===== src/sv/ktq_pkg.sv =====
// shared types and constants for the keyed timer expiry queue
package ktq_pkg;

    localparam int CMD_W       = 2;
    localparam int SESSION_W   = 6;
    localparam int INTERVAL_W  = 32;
    localparam int MAX_RESULTS = 64;
    localparam int CNT_W       = $clog2(MAX_RESULTS + 1);

    // command codes on the request port
    localparam logic [CMD_W-1:0] CMD_SCHEDULE = 2'd0;
    localparam logic [CMD_W-1:0] CMD_CANCEL   = 2'd1;
    localparam logic [CMD_W-1:0] CMD_TICK     = 2'd2;

    // classified operation handed from front to back
    typedef enum logic [1:0] {
        OP_SCHED,
        OP_CANCEL,
        OP_TICK,
        OP_ADVANCE
    } op_t;

    typedef struct packed {
        op_t                   op;
        logic [SESSION_W-1:0]  session;
        logic [INTERVAL_W-1:0] interval;
    } item_t;

    // head of the front queue as seen by the back
    typedef struct packed {
        logic  valid;
        item_t item;
    } q_out_t;

    typedef enum logic [2:0] {
        BK_IDLE,
        BK_SCAN,
        BK_DRAIN,
        BK_EVAL,
        BK_FLUSH
    } bk_state_t;

    // back status for observation at the top
    typedef struct packed {
        logic busy;
        logic pending;
    } bk_status_t;

endpackage


===== src/sv/keyed_timer_expiry_queue_core.sv =====
// A request is registered into the front queue; schedule, cancel and a disabled tick
// are then handled by the back end in BK_IDLE, which it does not leave for them.
// An enabled tick runs one min scan pass (BK_SCAN, BK_DRAIN, BK_EVAL) per expiry, then
// either a pass that finds none or, at the 64-result cap, BK_FLUSH; each pass reads the
// target memory once per slot, and a held result can wait on out_ready.
// Throughput: one request per cycle into a two-entry queue while the back is free.
// Reset: time counter zero, all timers disarmed, enable set; target memory not cleared.
module keyed_timer_expiry_queue_core import ktq_pkg::*; #(
    parameter int SLOTS     = 64,
    parameter int TIME_BITS = 48
) (
    input  logic                  clk,
    input  logic                  rst_n,
    input  logic                  cfg_we,
    input  logic                  cfg_wdata,
    input  logic                  in_valid,
    output logic                  in_ready,
    input  logic [CMD_W-1:0]      command,
    input  logic [SESSION_W-1:0]  session,
    input  logic [INTERVAL_W-1:0] interval,
    output logic                  out_valid,
    input  logic                  out_ready,
    output logic [SESSION_W-1:0]  expired_session,
    output logic                  last
);

    logic       enable_reg;
    q_out_t     q_out;
    logic       pop;
    bk_status_t bk_status;

    // enable register
    always_ff @(posedge clk or negedge rst_n)
    begin
        if (!rst_n)
        begin
            enable_reg <= 1'b1;
        end
        else if (cfg_we)
        begin
            enable_reg <= cfg_wdata;
        end
    end

    ktq_front #(
        .SLOTS (SLOTS)
    ) u_front (
        .clk      (clk),
        .rst_n    (rst_n),
        .enable   (enable_reg),
        .in_valid (in_valid),
        .in_ready (in_ready),
        .command  (command),
        .session  (session),
        .interval (interval),
        .pop      (pop),
        .q_out    (q_out)
    );

    ktq_back #(
        .SLOTS     (SLOTS),
        .TIME_BITS (TIME_BITS)
    ) u_back (
        .clk             (clk),
        .rst_n           (rst_n),
        .q_out           (q_out),
        .pop             (pop),
        .out_valid       (out_valid),
        .out_ready       (out_ready),
        .expired_session (expired_session),
        .last            (last),
        .bk_status       (bk_status)
    );

`ifndef SYNTHESIS
    // a held result exists only inside a tick
    a_pending_busy: assert property (@(posedge clk) disable iff (!rst_n)
        bk_status.pending |-> bk_status.busy)
        else $error("held result outside a tick");

    // a new result comes only from a tick in progress
    a_result_from_tick: assert property (@(posedge clk) disable iff (!rst_n)
        $rose(out_valid) |-> $past(bk_status.busy))
        else $error("result raised while back end idle");

    // expired slots stay within the table
    a_slot_range: assert property (@(posedge clk) disable iff (!rst_n)
        out_valid |-> (SLOTS > 64) || (32'(expired_session) < 32'(SLOTS)))
        else $error("expired slot out of range");
`endif

endmodule


===== src/sv/ktq_ram.sv =====
// generic single write port memory with registered read
module ktq_ram #(
    parameter int WIDTH = 48,
    parameter int DEPTH = 64
) (
    input  logic                     clk,
    input  logic                     we,
    input  logic [$clog2(DEPTH)-1:0] waddr,
    input  logic [WIDTH-1:0]         wdata,
    input  logic [$clog2(DEPTH)-1:0] raddr,
    output logic [WIDTH-1:0]         rdata
);

    logic [WIDTH-1:0] mem [DEPTH];
    logic [WIDTH-1:0] rdata_reg;

    // write port and registered read port
    always_ff @(posedge clk)
    begin
        if (we)
        begin
            mem[waddr] <= wdata;
        end
        rdata_reg <= mem[raddr];
    end

    assign rdata = rdata_reg;

endmodule


===== src/sv/ktq_front.sv =====
// front end: takes requests, classifies them and queues them for the back
module ktq_front import ktq_pkg::*; #(
    parameter int SLOTS = 64
) (
    input  logic                  clk,
    input  logic                  rst_n,
    input  logic                  enable,
    input  logic                  in_valid,
    output logic                  in_ready,
    input  logic [CMD_W-1:0]      command,
    input  logic [SESSION_W-1:0]  session,
    input  logic [INTERVAL_W-1:0] interval,
    input  logic                  pop,
    output q_out_t                q_out
);

    item_t      q_reg [2];
    logic       wr_ptr_reg, wr_ptr_next;
    logic       rd_ptr_reg, rd_ptr_next;
    logic [1:0] count_reg, count_next;
    logic       keep;
    logic       in_range;
    logic       push;
    item_t      item;

    // classify the request; meaningless ones are taken and dropped
    always_comb
    begin
        in_range      = 32'(session) < 32'(SLOTS);
        keep          = 1'b1;
        item.op       = OP_TICK;
        item.session  = session;
        item.interval = interval;
        case (command)
            CMD_SCHEDULE:
            begin
                item.op = OP_SCHED;
                keep    = enable && in_range;
            end
            CMD_CANCEL:
            begin
                item.op = OP_CANCEL;
                keep    = in_range;
            end
            CMD_TICK:
            begin
                item.op = enable ? OP_TICK : OP_ADVANCE;
            end
            default:
            begin
                keep = 1'b0;
            end
        endcase
    end

    assign in_ready = (count_reg != 2'd2);
    assign push     = in_valid && in_ready && keep;

    // queue pointers and fill count
    always_comb
    begin
        wr_ptr_next = push ? ~wr_ptr_reg : wr_ptr_reg;
        rd_ptr_next = pop ? ~rd_ptr_reg : rd_ptr_reg;
        case ({push, pop})
            2'b10:   count_next = count_reg + 2'd1;
            2'b01:   count_next = count_reg - 2'd1;
            default: count_next = count_reg;
        endcase
    end

    always_ff @(posedge clk or negedge rst_n)
    begin
        if (!rst_n)
        begin
            wr_ptr_reg <= 1'b0;
            rd_ptr_reg <= 1'b0;
            count_reg  <= 2'd0;
        end
        else
        begin
            wr_ptr_reg <= wr_ptr_next;
            rd_ptr_reg <= rd_ptr_next;
            count_reg  <= count_next;
        end
    end

    // queue storage
    always_ff @(posedge clk)
    begin
        if (push)
        begin
            q_reg[wr_ptr_reg] <= item;
        end
    end

    assign q_out.valid = (count_reg != 2'd0);
    assign q_out.item  = q_reg[rd_ptr_reg];

endmodule


===== src/sv/ktq_back.sv =====
// back end: timer table, time counter, expiry scan and result register
module ktq_back import ktq_pkg::*; #(
    parameter int SLOTS     = 64,
    parameter int TIME_BITS = 48
) (
    input  logic                 clk,
    input  logic                 rst_n,
    input  q_out_t               q_out,
    output logic                 pop,
    output logic                 out_valid,
    input  logic                 out_ready,
    output logic [SESSION_W-1:0] expired_session,
    output logic                 last,
    output bk_status_t           bk_status
);

    localparam int SLOT_W = $clog2(SLOTS);
    localparam int SUM_W  = ((TIME_BITS > INTERVAL_W) ? TIME_BITS : INTERVAL_W) + 1;

    bk_state_t            state_reg, state_next;
    logic [TIME_BITS-1:0] now_reg, now_next;
    logic [SLOTS-1:0]     armed_reg, armed_next;
    logic [SLOT_W-1:0]    scan_addr_reg, scan_addr_next;
    logic                 rd_valid_reg, rd_valid_next;
    logic [SLOT_W-1:0]    rd_slot_reg;
    logic                 best_found_reg, best_found_next;
    logic [SLOT_W-1:0]    best_slot_reg, best_slot_next;
    logic [TIME_BITS-1:0] best_time_reg, best_time_next;
    logic                 pending_reg, pending_next;
    logic [SLOT_W-1:0]    pending_slot_reg, pending_slot_next;
    logic [CNT_W-1:0]     cnt_reg, cnt_next;
    logic                 out_valid_reg, out_valid_next;
    logic [SLOT_W-1:0]    out_slot_reg;
    logic                 out_last_reg;

    logic                 out_load;
    logic [SLOT_W-1:0]    out_slot_load;
    logic                 out_last_load;
    logic                 out_free;
    logic                 ram_we;
    logic [SLOT_W-1:0]    ram_waddr;
    logic [TIME_BITS-1:0] ram_wdata;
    logic [TIME_BITS-1:0] ram_rdata;
    logic [SUM_W-1:0]     sched_sum;
    logic [TIME_BITS-1:0] sched_target;
    logic [TIME_BITS-1:0] now_inc;
    logic                 cand;
    logic [SLOT_W-1:0]    item_slot;

    // target times
    ktq_ram #(
        .WIDTH (TIME_BITS),
        .DEPTH (SLOTS)
    ) u_target_ram (
        .clk   (clk),
        .we    (ram_we),
        .waddr (ram_waddr),
        .wdata (ram_wdata),
        .raddr (scan_addr_reg),
        .rdata (ram_rdata)
    );

    // saturating target and time arithmetic
    always_comb
    begin
        sched_sum = SUM_W'(now_reg) + SUM_W'(q_out.item.interval);
        if (sched_sum[SUM_W-1:TIME_BITS] != '0)
        begin
            sched_target = '1;
        end
        else
        begin
            sched_target = sched_sum[TIME_BITS-1:0];
        end
        now_inc = (now_reg == '1) ? now_reg : now_reg + TIME_BITS'(1);
    end

    assign item_slot = SLOT_W'(q_out.item.session);
    assign out_free  = !out_valid_reg || out_ready;

    // expiry candidate from the slot read last cycle
    assign cand = rd_valid_reg && armed_reg[rd_slot_reg] && (ram_rdata <= now_reg);

    // sequencer
    always_comb
    begin
        state_next        = state_reg;
        now_next          = now_reg;
        armed_next        = armed_reg;
        scan_addr_next    = scan_addr_reg;
        rd_valid_next     = 1'b0;
        best_found_next   = best_found_reg;
        best_slot_next    = best_slot_reg;
        best_time_next    = best_time_reg;
        pending_next      = pending_reg;
        pending_slot_next = pending_slot_reg;
        cnt_next          = cnt_reg;
        out_load          = 1'b0;
        out_slot_load     = pending_slot_reg;
        out_last_load     = 1'b0;
        pop               = 1'b0;
        ram_we            = 1'b0;
        ram_waddr         = item_slot;
        ram_wdata         = sched_target;

        // running minimum over target time, earlier slot wins a tie
        if (cand && (!best_found_reg || (ram_rdata < best_time_reg)))
        begin
            best_found_next = 1'b1;
            best_slot_next  = rd_slot_reg;
            best_time_next  = ram_rdata;
        end

        case (state_reg)
            BK_IDLE:
            begin
                if (q_out.valid)
                begin
                    pop = 1'b1;
                    case (q_out.item.op)
                        OP_SCHED:
                        begin
                            ram_we                = 1'b1;
                            armed_next[item_slot] = 1'b1;
                        end
                        OP_CANCEL:
                        begin
                            armed_next[item_slot] = 1'b0;
                        end
                        OP_TICK:
                        begin
                            now_next        = now_inc;
                            scan_addr_next  = '0;
                            best_found_next = 1'b0;
                            cnt_next        = '0;
                            pending_next    = 1'b0;
                            state_next      = BK_SCAN;
                        end
                        default:
                        begin
                            now_next = now_inc;
                        end
                    endcase
                end
            end
            BK_SCAN:
            begin
                rd_valid_next = 1'b1;
                if (scan_addr_reg == SLOT_W'(SLOTS - 1))
                begin
                    state_next = BK_DRAIN;
                end
                else
                begin
                    scan_addr_next = scan_addr_reg + SLOT_W'(1);
                end
            end
            BK_DRAIN:
            begin
                state_next = BK_EVAL;
            end
            BK_EVAL:
            begin
                if (!pending_reg || out_free)
                begin
                    // release the held result now that we know if more follow
                    if (pending_reg)
                    begin
                        out_load      = 1'b1;
                        out_last_load = !best_found_reg;
                    end
                    if (best_found_reg)
                    begin
                        armed_next[best_slot_reg] = 1'b0;
                        pending_next              = 1'b1;
                        pending_slot_next         = best_slot_reg;
                        cnt_next                  = cnt_reg + CNT_W'(1);
                        if (cnt_reg == CNT_W'(MAX_RESULTS - 1))
                        begin
                            state_next = BK_FLUSH;
                        end
                        else
                        begin
                            scan_addr_next  = '0;
                            best_found_next = 1'b0;
                            state_next      = BK_SCAN;
                        end
                    end
                    else
                    begin
                        pending_next = 1'b0;
                        state_next   = BK_IDLE;
                    end
                end
            end
            BK_FLUSH:
            begin
                if (out_free)
                begin
                    out_load      = 1'b1;
                    out_last_load = 1'b1;
                    pending_next  = 1'b0;
                    state_next    = BK_IDLE;
                end
            end
            default:
            begin
                state_next = BK_IDLE;
            end
        endcase

        out_valid_next = out_load || (out_valid_reg && !out_ready);
    end

    // control state
    always_ff @(posedge clk or negedge rst_n)
    begin
        if (!rst_n)
        begin
            state_reg      <= BK_IDLE;
            now_reg        <= '0;
            armed_reg      <= '0;
            scan_addr_reg  <= '0;
            rd_valid_reg   <= 1'b0;
            best_found_reg <= 1'b0;
            pending_reg    <= 1'b0;
            cnt_reg        <= '0;
            out_valid_reg  <= 1'b0;
        end
        else
        begin
            state_reg      <= state_next;
            now_reg        <= now_next;
            armed_reg      <= armed_next;
            scan_addr_reg  <= scan_addr_next;
            rd_valid_reg   <= rd_valid_next;
            best_found_reg <= best_found_next;
            pending_reg    <= pending_next;
            cnt_reg        <= cnt_next;
            out_valid_reg  <= out_valid_next;
        end
    end

    // payload registers
    always_ff @(posedge clk)
    begin
        rd_slot_reg      <= scan_addr_reg;
        best_slot_reg    <= best_slot_next;
        best_time_reg    <= best_time_next;
        pending_slot_reg <= pending_slot_next;
        if (out_load)
        begin
            out_slot_reg <= out_slot_load;
            out_last_reg <= out_last_load;
        end
    end

    assign out_valid         = out_valid_reg;
    assign expired_session   = SESSION_W'(out_slot_reg);
    assign last              = out_last_reg;
    assign bk_status.busy    = (state_reg != BK_IDLE);
    assign bk_status.pending = pending_reg;

endmodule


===== config.mk =====
export PLATFORM = sky130hd
export DESIGN_NAME = keyed_timer_expiry_queue_core
export DESIGN_NICKNAME = d
export VERILOG_FILES = /design/src/sv/ktq_pkg.sv /design/src/sv/keyed_timer_expiry_queue_core.sv /design/src/sv/ktq_ram.sv /design/src/sv/ktq_front.sv /design/src/sv/ktq_back.sv
export SDC_FILE = /design/constraint.sdc
export NUM_CORES = 2
export LEC_CHECK = 0
export BUFFER_PORTS_ARGS = -buffer_cell sky130_fd_sc_hd__buf_4
export CORE_ASPECT_RATIO = 1.1
export CORE_MARGIN = 2
export CORE_UTILIZATION = 65
export DETAILED_ROUTE_END_ITERATION = 10
export PLACE_DENSITY_LB_ADDON = 0.2
export SYNTH_ARGS = -nofsm -noshare
export SYNTH_HDL_FRONTEND = slang
export SYNTH_SLANG_ARGS = --single-unit
export TNS_END_PERCENT = 10

===== constraint.sdc =====
create_clock -name clk -period 11.3 [get_ports clk]
set_input_delay 1.13 -clock clk [delete_from_list [all_inputs] [get_ports clk]]
set_output_delay 1.13 -clock clk [all_outputs]
set_load 0.02 [all_outputs]

### Word-level counts from Yosys, hierarchy flattened

Memories as Yosys holds them, arrays and structs flattened. A register that Yosys moved wholly into a read port is not among the register bits.
Index checks and enable logic that the tools add are counted.

* multiplexer cells: 66
* reduce and logical (&&, ||, !) cells: 33
* $add $sub $neg: 6
* bitwise logic cells: 9
* magnitude comparators: 7
* equal/unequal tests: 23

Operator list (number)
* one-hot mux 64 bit (2 select lines): 2
* 2-to-1 mux 64 bit: 3
* AND 64 bit: 2
* inverter 64 bit: 2
* OR 64 bit: 1
* adder 48 x 32 -> 49 bit: 1
* adder 48 x 1 -> 48 bit (second input constant): 1
* equality test 48 bit (second input constant): 1
* less-or-equal comparator 48 bit: 1
* less-than comparator 48 bit: 1
* 2-to-1 mux 48 bit: 1
* 2-to-1 mux 6 bit: 6
* 2-to-1 mux 1 bit: 30
* 2-to-1 mux 7 bit: 4
* less-than comparator 6 x 7 -> 1 bit (second input constant): 3
* 2-to-1 mux 3 bit: 7
* AND reduction 5 bit: 4
* one-hot mux 6 bit (3 select lines): 1
* one-hot mux 3 bit (5 select lines): 1
* one-hot mux 7 bit (2 select lines): 1
* demux 1 bit (select 6 bit): 2
* greater-or-equal comparator 6 x 1 -> 1 bit (second input constant): 2
* inequality test 2 bit (second input constant): 5
* logical AND 1 bit: 8
* other kinds (29): 54

* output and inout bits: 9
* bits of input ports: 46
* register bits after elaboration: 210
* memories: 2
* memory bits (writable): 3152
* word-level logic and storage cells: 165

Memory list
* u_back.u_target_ram.mem: words 64, bits a word 48, rd ports 1, clocked after memory_dff 1, write ports 1, RTL line ktq_ram.sv:14 `logic [WIDTH-1:0] mem [DEPTH];`
* u_front.q_reg: words 2, bits a word 40, rd ports 1, clocked after memory_dff 0, write ports 1, RTL line ktq_front.sv:17 `item_t q_reg [2];`

### Depth between registers and ports, before layout

* word-level depth: 10
* depth in mapped cells: 17
* mapped depth without buffers: 12

### By module

From an unflattened synthesis, not the netlist that was laid out.

* cells, all modules: 6644
* area, all modules: 134397.6 um2

Modules (own cells, without submodules)
* ktq_ram: area each 117117.3 um2, times used 1, sequential area each 93209.4 um2, cells each 4970
* ktq_back: area each 13855.8 um2, times used 1, sequential area each 5435.2 um2, cells each 1521
* ktq_front: area each 3383.2 um2, times used 1, sequential area each 2502.4 um2, cells each 151
* keyed_timer_expiry_queue_core: area each 41.3 um2, times used 1, sequential area each 26.3 um2, cells each 2

### Worst setup path before layout

OpenSTA, ideal clock, no wires.

* path kind: register to register
* start point: reg u_front.rd_ptr_reg
* end point: mem u_back.u_target_ram.mem[0][40] (data pin)
* stages on the path, launching flop included: 14
* period minus slack after synthesis: 6934 ps
* setup time: 721 ps
* arrival time: 6214 ps
* setup slack: 4366 ps
* buffers on the path: 3
* cells stage by stage: dfrtp_1 clkbuf_1 clkbuf_1 buf_1 mux2_2 ha_1 nand3_2 nor4b_2 a21boi_2 o211ai_4 a31oi_4 a31oi_4 or2_2 o31ai_1

* word-level cells in the longest chain between the ends: 3

RTL lines
* from (decl): RTL line ktq_front.sv:19 `logic rd_ptr_reg, rd_ptr_next;`
* from (signal assigned): RTL line ktq_front.sv:82 `rd_ptr_reg <= rd_ptr_next;`
* memory (2 x 40 bit)
* adder 48 x 32 -> 49 bit: RTL line ktq_back.sv:66 `sched_sum = SUM_W'(now_reg) + SUM_W'(q_out.item.interval);`
* 2-to-1 mux 48 bit: RTL line ktq_back.sv:67 `if (sched_sum[SUM_W-1:TIME_BITS] != '0)`
* named net u_back.ram_wdata[40]: RTL line ktq_back.sv:42 `logic [TIME_BITS-1:0] ram_wdata;`
* to (decl): RTL line ktq_ram.sv:14

The timed path passes the listed nets, and every way through them passes these cells.

### Worst setup path after layout

* start point: reg u_front.rd_ptr_reg
* end point: mem u_back.u_target_ram.mem[10][41] (data pin)

Same word-level chain as after synthesis.

==> metrics <==
DRC=0; Detail Route Antenna Nets=0; critical path class=reg2reg; via/cell ratio=7.58; Startpoint Class=flip-flop; dpl cells=8727; drt wl/cell=42.0 um; Cell Area, Synth=134000 um2; TritonCTS Sinks=3410; met2 Usage GRT=0.588; postcts setup bufs=0; RSZ-0062 raised after global routing=false; first-pass GRT wire length=542 mm; measured slew at the worst slew-check pin=1.34 ns; htree depth=5; Post-synth EDFFs=3219; CTS root buf=clkbuf_16; Area Growth Syn to Fin=11.7%; Fin Clk Skew=0.0822 ns; Tmin final=7.05 ns; met3 Usage GRT=0.0943; WL final=391 mm; hpwl dp=192 mm; GRT Util Overall=0.378; worst hold path type=in2async; hold bufs inserted after CTS=0; fin worst setup slack=4.25 ns; largest net degree at the start of global routing=143; Setup TNS=0 ns; outcome=complete, no violations; layout cells sized above 1=0.288; pre-CTS setup slack=4.55 ns; row count=174; GR Layer Usage met1=0.507; Clock transition at path regs=0.07 ns; routed vias=70.7k; YS warnings=0; P per Cell Area=226 nW/um2; flops & latches, synth=3410; Top Usage Layer GRT=met2; initial drt markers=12.8k; final std cells w/o fill=9324; Net Count, Synth=6236; Power Total=33.9 mW; Net count, final=6519; Most used DFF post-synth=edfxtp_1; CP arrival=7.37 ns; fmax=142 MHz; Max VDD drop=221 uV; CORE AREA=205000 um2; ys async rst share=0.0402; Final Hold Vio Count=0; total CTS buffers=334; Clock Path Buffers=4; cts repair resizes=0; die area=210000 um2; Critical Path Source=u_front.rd_ptr_reg$_DFFE_PN0P_; fin. max-slew vios=0; Critical Path Sink Type=flip-flop; clock latency on the worst-skew pair=0.99 ns; CTS tree=built; post-synth cell types=84; register area share after synthesis=0.755; crit-path max FO=64; Setup violations, final=0; Final GP Congestion=0.907; Die Height=480 um; r2r startpoint=u_front.rd_ptr_reg$_DFFE_PN0P_; antenna violations before repair=15; grt total ovfl=0; count of input and output buffers=54; Tcrit/Tclk final=0.624; First-pass DRT Iterations=8; number of flip-flops in the largest register=3072; leakage=44.3 nW; mean post-synth cell area=22.1 um2; vias in the first global route=69.7k; Initial Utilization=0.655; Cells after Synth=6055; max_slew headroom=0.106; max cap viols=0; die width=437 um; Worst Path Required=11.61 ns; Ports=55
## worst max-delay path: stages (launching register included)
cell and delay, ns:
dfrtp_2 0.68, buf_4 0.53, mux2_2 0.41, ha_1 0.37, a21oi_1 0.18, o21ai_0 0.16, a31o_2 0.31, o211ai_4 0.28
a31oi_4 0.21, a31oi_4 0.60, or3_2 0.71, buf_4 0.75, nand3_2 1.07
## cells by family after synthesis
| kind of cell | Yosys count | synth area share |
|---|---|---|
| buffers and inverters | 393 | 0.0116 |
| DFF | 3410 | 0.755 |
| adders and majority gates | 135 | 0.0127 |
| muxes | 1078 | 0.176 |
| xor gates and xnor gates | 88 | 0.00575 |
| AOI/OAI and AO/OA | 438 | 0.0203 |
| and+or+nand+nor | 513 | 0.0185 |
## Yosys cell counts, types with 8 or more instances
master,n,area share
a21o_1,38,0.0021
nand2_1,140,0.0039
ha_1,134,0.013
nor3_1,26,0.00097
nor4_1,8,0.00037
inv_1,110,0.0031
nand4_1,36,0.0017
buf_2,48,0.0018
o22ai_1,66,0.0031
mux2i_1,15,0.0011
o21ai_0,41,0.0015
mux2_2,38,0.0032
or3_1,13,0.00061
dfrtp_1,136,0.025
dfxtp_1,54,0.0081
buf_1,60,0.0017
nand3_1,34,0.0013
o21bai_1,9,0.00050
nand2b_1,18,0.00084
xor2_1,21,0.0014
nor2_1,163,0.0046
xnor2_1,67,0.0044
nor2b_1,16,0.00075
a21oi_1,200,0.0075
mux4_2,1025,0.17
edfxtp_1,3219,0.72
nand2_2,11,0.00051
a221oi_1,8,0.00052
clkbuf_1,168,0.0047
## power by group
part | internal (mW) | switching [mW]
Sequential | 15.2 | 0.431
Clock | 6.43 | 4.73
Combinational | 3.04 | 4.12
Total | 24.6 | 9.28
## stage by stage
stage          instance area [um2]   util  hold slack (ns)
2_1_floorplan               134000      -            0.345
3_3_place_gp                139000  0.679            0.409
3_5_place_dp                139000  0.679            0.406
4_1_cts                     150000  0.731            0.171
5_1_grt                     150000  0.732            0.239
6_report                    150000  0.732            0.173
## placed cells by master (no fill, tap or decap), types with 12 or more instances in the layout
master	count
xor2_1	21
o21ai_0	38
nand4_1	36
xnor2_1	67
nor2_4	66
a21oi_1	199
nand2b_1	17
dfxtp_1	54
clkinv_2	60
buf_12	15
nor3_1	25
mux4_2	1025
a21o_1	38
o22ai_1	66
edfxtp_1	3219
clkbuf_8	17
nor2_1	97
nand3_1	30
nor2b_1	16
ha_1	134
mux2_2	38
or3_1	12
clkinv_1	55
dfrtp_1	129
clkbuf_1	65
bufinv_16	36
mux2i_1	13
nand2_2	14
nand2_1	137
inv_1	110
buf_4	210
clkbuf_16	339
## worst paths after layout
kind / end / slack [ns] / depth (start not counted)
max: u_back.u_target_ram.mem[10][41]$_DFFE_PP_ / 4.25 / 12
min: asynchronous set/reset pin / 0.17 / 1
max reg2reg: u_back.u_target_ram.mem[10][41]$_DFFE_PP_ / 4.25 / 12
min reg2reg: u_back.expired_session[5]$_DFFE_PP_ / 0.42 / 0
max in group asynchronous: u_back.scan_addr_reg[2]$_DFFE_PN0P_ / 9.45 / 2
min in group clk: u_front.q_reg[0][35]$_DFFE_PP_ / 0.36 / 1
## metal layers
metal / routed length (um) / up-vias
met2: 186000 / 6484
li1: - / 26100
met1: 128000 / 36773
met4: 24900 / 8
met5: 53 / -
met3: 52300 / 1331
## final cells by class
cell class | count | area (um2)
well taps | 2728 | 3410
multi-input cells | 2252 | 32000
inverters | 114 | 428
fillers | 10849 | 54900
clock inverters | 169 | 1760
flip-flops and latches | 3410 | 101000
diodes | 4 | 10.0
clock buffers | 421 | 8960
repair buffers | 226 | 1890
Power figures use the tool's default switching activity.
